--- src/rtl/spq_pkg.sv ---
// ----------------------------------------------------------------------------
// spq_pkg
// shared widths, codes and types for the sorted priority queue
// ----------------------------------------------------------------------------
package spq_pkg;

  localparam int DEPTH_DEF = 16;
  localparam int VALUE_W   = 32;
  localparam int PRIO_W    = 16;
  localparam int STATUS_W  = 2;
  localparam int COUNT_W   = 5;

  // kind field codes
  localparam logic KIND_INSERT = 1'b0;
  localparam logic KIND_REMOVE = 1'b1;

  typedef enum logic [STATUS_W-1:0] {
    ST_OK    = 2'd0,
    ST_FULL  = 2'd1,
    ST_EMPTY = 2'd2
  } status_t;

  // operation broadcast to every cell of the chain
  typedef struct packed {
    logic               ins;
    logic               rem;
    logic [PRIO_W-1:0]  prio;
    logic [VALUE_W-1:0] value;
  } spq_ctl_t;

endpackage

--- src/rtl/spq_cell.sv ---
// ----------------------------------------------------------------------------
// spq_cell
// one slot of the sorted chain: holds an entry, compares, shifts left or right
// ----------------------------------------------------------------------------
module spq_cell (
  input  logic                       clk,
  input  spq_pkg::spq_ctl_t          ctl,
  input  logic                       occupied,
  input  logic                       left_after,
  input  logic [spq_pkg::PRIO_W-1:0]  left_prio,
  input  logic [spq_pkg::VALUE_W-1:0] left_value,
  input  logic [spq_pkg::PRIO_W-1:0]  right_prio,
  input  logic [spq_pkg::VALUE_W-1:0] right_value,
  output logic [spq_pkg::PRIO_W-1:0]  prio,
  output logic [spq_pkg::VALUE_W-1:0] value,
  output logic                       after
);

  logic [spq_pkg::PRIO_W-1:0]  prio_next;
  logic [spq_pkg::VALUE_W-1:0] value_next;

  // held entry stays ahead of the new one (equal priority keeps arrival order)
  assign after = occupied && (prio <= ctl.prio);

  always_comb begin
    prio_next  = prio;
    value_next = value;
    if (ctl.ins) begin
      if (!after) begin
        if (left_after) begin
          prio_next  = ctl.prio;
          value_next = ctl.value;
        end else begin
          prio_next  = left_prio;
          value_next = left_value;
        end
      end
    end else if (ctl.rem) begin
      prio_next  = right_prio;
      value_next = right_value;
    end
  end

  always_ff @(posedge clk) begin
    prio  <= prio_next;
    value <= value_next;
  end

endmodule

--- src/rtl/sorted_priority_queue.sv ---
// ----------------------------------------------------------------------------
// sorted_priority_queue
// bounded priority queue kept sorted in a chain of compare-and-shift cells
// ----------------------------------------------------------------------------
// usage:
//   input channel (in_valid / in_stall) carries kind, value, priority_req.
//   kind insert places value behind every held entry of lower or equal
//   priority number; kind remove returns the head entry and drops it.
//   output channel (out_valid / out_stall) carries one result per input
//   transfer: head_value, status (ok, full, empty) and count after the step.
//   the result is registered, shown in the cycle after the input transfer.
//   one item per cycle unless out_stall holds a result; all cells compare
//   their entries with the broadcast priority and shift one slot at once.
//   an insert on a full queue is dropped with status full; a remove on an
//   empty queue reports status empty with a zero value.
//   the output register is the only buffer: while out_stall holds a waiting
//   result, in_stall is raised; once the result is taken a new item enters
//   in the same cycle.
//   reset clears the entry count and the output valid; entry storage needs
//   no clearing since only occupied cells are ever read.
// ----------------------------------------------------------------------------
module sorted_priority_queue #(
  parameter int DEPTH = spq_pkg::DEPTH_DEF
) (
  input  logic                        clk,
  input  logic                        rst,
  input  logic                        in_valid,
  output logic                        in_stall,
  input  logic                        kind,
  input  logic [spq_pkg::VALUE_W-1:0]  value,
  input  logic [spq_pkg::PRIO_W-1:0]   priority_req,
  output logic                        out_valid,
  input  logic                        out_stall,
  output logic [spq_pkg::VALUE_W-1:0]  head_value,
  output logic [spq_pkg::STATUS_W-1:0] status,
  output logic [spq_pkg::COUNT_W-1:0]  count
);

  localparam int CNT_W = $clog2(DEPTH + 1);

  // control state
  logic [CNT_W-1:0] held_count;
  logic [CNT_W-1:0] held_count_next;

  logic accept;
  logic full;
  logic empty;
  logic do_ins;
  logic do_rem;

  spq_pkg::spq_ctl_t ctl;
  spq_pkg::status_t  status_next;

  // chain wiring
  logic [spq_pkg::PRIO_W-1:0]  cell_prio  [DEPTH];
  logic [spq_pkg::VALUE_W-1:0] cell_value [DEPTH];
  logic [DEPTH-1:0]            cell_after;
  logic [DEPTH-1:0]            cell_occ;

  // a new transfer enters unless a finished result is still held back
  assign in_stall = out_valid && out_stall;
  assign accept   = in_valid && !in_stall;

  assign full   = (held_count == CNT_W'(DEPTH));
  assign empty  = (held_count == '0);
  assign do_ins = accept && (kind == spq_pkg::KIND_INSERT) && !full;
  assign do_rem = accept && (kind == spq_pkg::KIND_REMOVE) && !empty;

  assign ctl.ins   = do_ins;
  assign ctl.rem   = do_rem;
  assign ctl.prio  = priority_req;
  assign ctl.value = value;

  always_comb begin
    held_count_next = held_count;
    if (do_ins) begin
      held_count_next = held_count + CNT_W'(1);
    end else if (do_rem) begin
      held_count_next = held_count - CNT_W'(1);
    end
  end

  always_comb begin
    status_next = spq_pkg::ST_OK;
    if (kind == spq_pkg::KIND_INSERT) begin
      if (full) begin
        status_next = spq_pkg::ST_FULL;
      end
    end else if (empty) begin
      status_next = spq_pkg::ST_EMPTY;
    end
  end

  // the cell row; head sits in cell 0
  for (genvar i = 0; i < DEPTH; i++) begin : g_cell
    logic                        l_after;
    logic [spq_pkg::PRIO_W-1:0]  l_prio;
    logic [spq_pkg::VALUE_W-1:0] l_value;
    logic [spq_pkg::PRIO_W-1:0]  r_prio;
    logic [spq_pkg::VALUE_W-1:0] r_value;

    assign cell_occ[i] = (CNT_W'(i) < held_count);

    if (i == 0) begin : g_first
      // nothing ahead of the head slot
      assign l_after = 1'b1;
      assign l_prio  = priority_req;
      assign l_value = value;
    end else begin : g_mid
      assign l_after = cell_after[i-1];
      assign l_prio  = cell_prio[i-1];
      assign l_value = cell_value[i-1];
    end

    if (i == DEPTH - 1) begin : g_last
      // tail keeps its contents on remove; slot is free afterwards anyway
      assign r_prio  = cell_prio[i];
      assign r_value = cell_value[i];
    end else begin : g_inner
      assign r_prio  = cell_prio[i+1];
      assign r_value = cell_value[i+1];
    end

    spq_cell u_cell (
      .clk         (clk),
      .ctl         (ctl),
      .occupied    (cell_occ[i]),
      .left_after  (l_after),
      .left_prio   (l_prio),
      .left_value  (l_value),
      .right_prio  (r_prio),
      .right_value (r_value),
      .prio        (cell_prio[i]),
      .value       (cell_value[i]),
      .after       (cell_after[i])
    );
  end

  always_ff @(posedge clk) begin
    if (rst) begin
      held_count <= '0;
      out_valid  <= 1'b0;
    end else begin
      held_count <= held_count_next;
      if (accept) begin
        out_valid <= 1'b1;
      end else if (!out_stall) begin
        out_valid <= 1'b0;
      end
    end
  end

  // result register, loaded on every input transfer
  always_ff @(posedge clk) begin
    if (accept) begin
      head_value <= do_rem ? cell_value[0] : '0;
      status     <= status_next;
      count      <= spq_pkg::COUNT_W'(held_count_next);
    end
  end

endmodule

--- config.mk ---
export PLATFORM = sky130hd
export DESIGN_NAME = sorted_priority_queue
export DESIGN_NICKNAME = d
export VERILOG_FILES = /design/src/rtl/spq_pkg.sv /design/src/rtl/spq_cell.sv /design/src/rtl/sorted_priority_queue.sv
export SDC_FILE = /design/constraint.sdc
export NUM_CORES = 2
export LEC_CHECK = 0
export BUFFER_PORTS_ARGS = -buffer_cell sky130_fd_sc_hd__buf_2
export CAP_MARGIN = 20
export CORE_AREA = 4 4 260 389
export CTS_CLUSTER_DIAMETER = 150
export DETAILED_ROUTE_END_ITERATION = 10
export DIE_AREA = 0 0 264 393
export PLACE_DENSITY = 0.66
export SYNTH_ARGS = -nofsm -noshare
export SYNTH_HDL_FRONTEND = slang
export SYNTH_HIERARCHICAL = 1
export SYNTH_SLANG_ARGS = --single-unit
--- constraint.sdc ---
create_clock -name clk -period 11.4 [get_ports clk]
set_clock_uncertainty 0.15 [all_clocks]
set_input_delay 1.71 -clock clk [delete_from_list [all_inputs] [get_ports clk]]
set_output_delay 1.71 -clock clk [all_outputs]
set_load 0.1 [all_outputs]
==> summary.txt <==
Clock network
  – Clock sink count: 813
  – Post_cts resized: 0
  – Clock tree root buffer cell: clkbuf_16
  – CTS tree: built
  – Hold buffer count at CTS: 0
  – Clk buf depth: 3
  – Skew-Pair Late Insertion Delay: 0.68 ns
  – CTS H-tree depth: 3
  – Setup Buffers After CTS: 0
  – CTS clock-pin slew for the worst setup and hold paths: 0.06 ns
  – Cts bufs inserted: 83

Power and ir drop
  – Cell Pwr Density: 179 mW/mm^2
  – Lkg Pwr: 19.1 nW
  – VDD IR max: 0.145 mV
  – Power Total: 9.32 mW

STA
  – Hold Slack: 0.408 ns
  – Final setup viols: 0
  – Slew margin rel.: 17.7%
  – Tcrit/Tclk final: 45.4%
  – Max-slew violation count: 0
  – Fmax: 193 MHz
  – Setup ws final: 6.23 ns
  – TNS Setup: 0 ns
  – Post-layout minimum cycle time: 5.17 ns
  – Final hold vios: 0
  – RSZ-0062 raised after global routing: false
  – Least-Margin Pin Slew: 1.23 ns

Logic synthesis
  – Syn Nets: 4757
  – Syn Inst Count: 4444
  – Mapped cell area: 0.0485 sq mm
  – Ys Warns: 6
  – Avg Cell Area, Syn: 10.9 sq um

Route
  – Wire per inst: 22.2 um
  – Average vias per placed instance: 5.87
  – Remaining DRCs: 0
  – Starting DRC count in detailed routing: 2353
  – Routed WL: 128 mm
  – Post-DRT Antenna Nets: 0
  – Total number of vias: 33.8k
  – TritonRoute pass-1 iters: 5

Worst setup path
  – RR Endpoint: g_cell[4].u_cell/value[13]
  – Crit Path Class: in2reg
  – WP data required: 11.53 ns
  – CP Max Fanout: 259
  – CP arrival: 5.31 ns
  – Startpoint types: input port
  – R2R Setup Slk: 6.42 ns
  – Worst r2r src: held_count[1]
  – Worst R2R Path Depth: 9
  – Worst setup EP type: flip-flop

Job
  – Max Cap Viol: 0

Floorplan
  – Core area: 0.0981 sq mm
  – Die ar.: 0.104 sq mm
  – Die height: 393 um
  – Io pins: 94
  – Die W: 264 um
  – Row Count: 141
  – Initial Utilization: 49.5%

Run status
  – Status: finished clean

GRT
  – Vias in the first global route: 34.1k
  – Largest net degree at the start of global routing: 260
  – First-pass GRT wire length: 197 mm
  – Initial antenna violation count: 9
  – All-Layer GR Usage: 24.0%
  – GRT overflow: 0

Final layout
  – Area growth, synth to finish: 7.30%
  – Post-Layout Cell Count: 5748
  – # nets final: 4709
  – Layout cells sized above 1: 8.97%

Place
  – GPL Wtd Cong: 0.808
  – Detailed-placement wirelength estimate: 79.6 mm
  – Cells after DPL: 5595
  – Input/output buffers: 93
  – Setup WS pre-CTS: 5.54 ns

Min path
  – Hold Path Cell Cnt: 1
  – Hold Crit Endpoint: head_value[4]
  – Worst hold start: g_cell[0].u_cell/value[4]
  – Hold WC Path Type: reg2reg
==> worst max-delay path by stage <==
stage                     startpoint                     endpoint  slack, ns  cells past startpoint
final                      out_stall   g_cell[4].u_cell/value[13]       6.23                      8
after global routing       out_stall   g_cell[4].u_cell/value[13]       5.98                      8
after CTS                  out_stall  g_cell[11].u_cell/value[15]       6.25                      7
after detailed placement   out_stall  g_cell[15].u_cell/value[15]       5.54                      7
after global placement     out_stall   g_cell[4].u_cell/value[25]       5.57                      8
after floorplan             in_valid     g_cell[0].u_cell/prio[0]       5.91                      8
==> final cells by class <==
class	count	area, sq um
clock inverter	51	509
tap	1287	1610
clock buffer	98	2180
multi-input combinational	3086	21500
antenna	1	2.50
inverter	265	995
sequential	813	24400
fill	8816	46000
timing repair buffer	147	956
==> layout by cell type (no fill, tap or decap), types with 18 or more instances in the layout <==
cell	instances
o21a_1	18
buf_2	93
inv_1	264
clkbuf_16	85
nand4_2	21
nand4_1	28
ha_1	260
clkinv_1	22
nand2_1	53
edfxtp_1	807
nor2_1	795
mux2i_1	769
buf_4	49
a21oi_1	865
and2_1	34
==> critical path, stage by stage <==
cell and delay (ns):
buf_2 0.10, a21bo_2 0.25, nor3_4 0.58, buf_4 0.77, buf_12 0.75, nor2_1 0.11, a21oi_1 0.19, a21o_4 0.70
==> metrics by stage <==
step	utilization (%)	instance area, sq um
2_1_floorplan	-	48500
3_3_place_gp	50.3	49300
3_5_place_dp	50.3	49300
4_1_cts	53.0	52000
5_1_grt	53.1	52100
6_report	53.1	52100
==> flip-flops by register name (all words and copies together), names as in the netlist <==
name                 count
held_count               5
status                   2
count                    5
g_cell.u_cell/prio     256
g_cell.u_cell/value    512
head_value              32
out_valid                1
==> metal layers <==
metal,GRT usage [%],routed length [um],up-vias
met3,2.73,5140,167
met4,7.64,3990,6
li1,-,-,16100
met2,44.5,66700,703
met5,0,32,-
met1,29.2,51800,16800
==> power breakdown <==
part           switching (mW)  internal, mW  total [mW]
combinational            1.43         0.774        2.20
clock                    1.23          1.57        2.80
sequential              0.323          3.99        4.32
total                    2.98          6.34        9.32
Note: power is estimated with default switching activity, not from simulation.
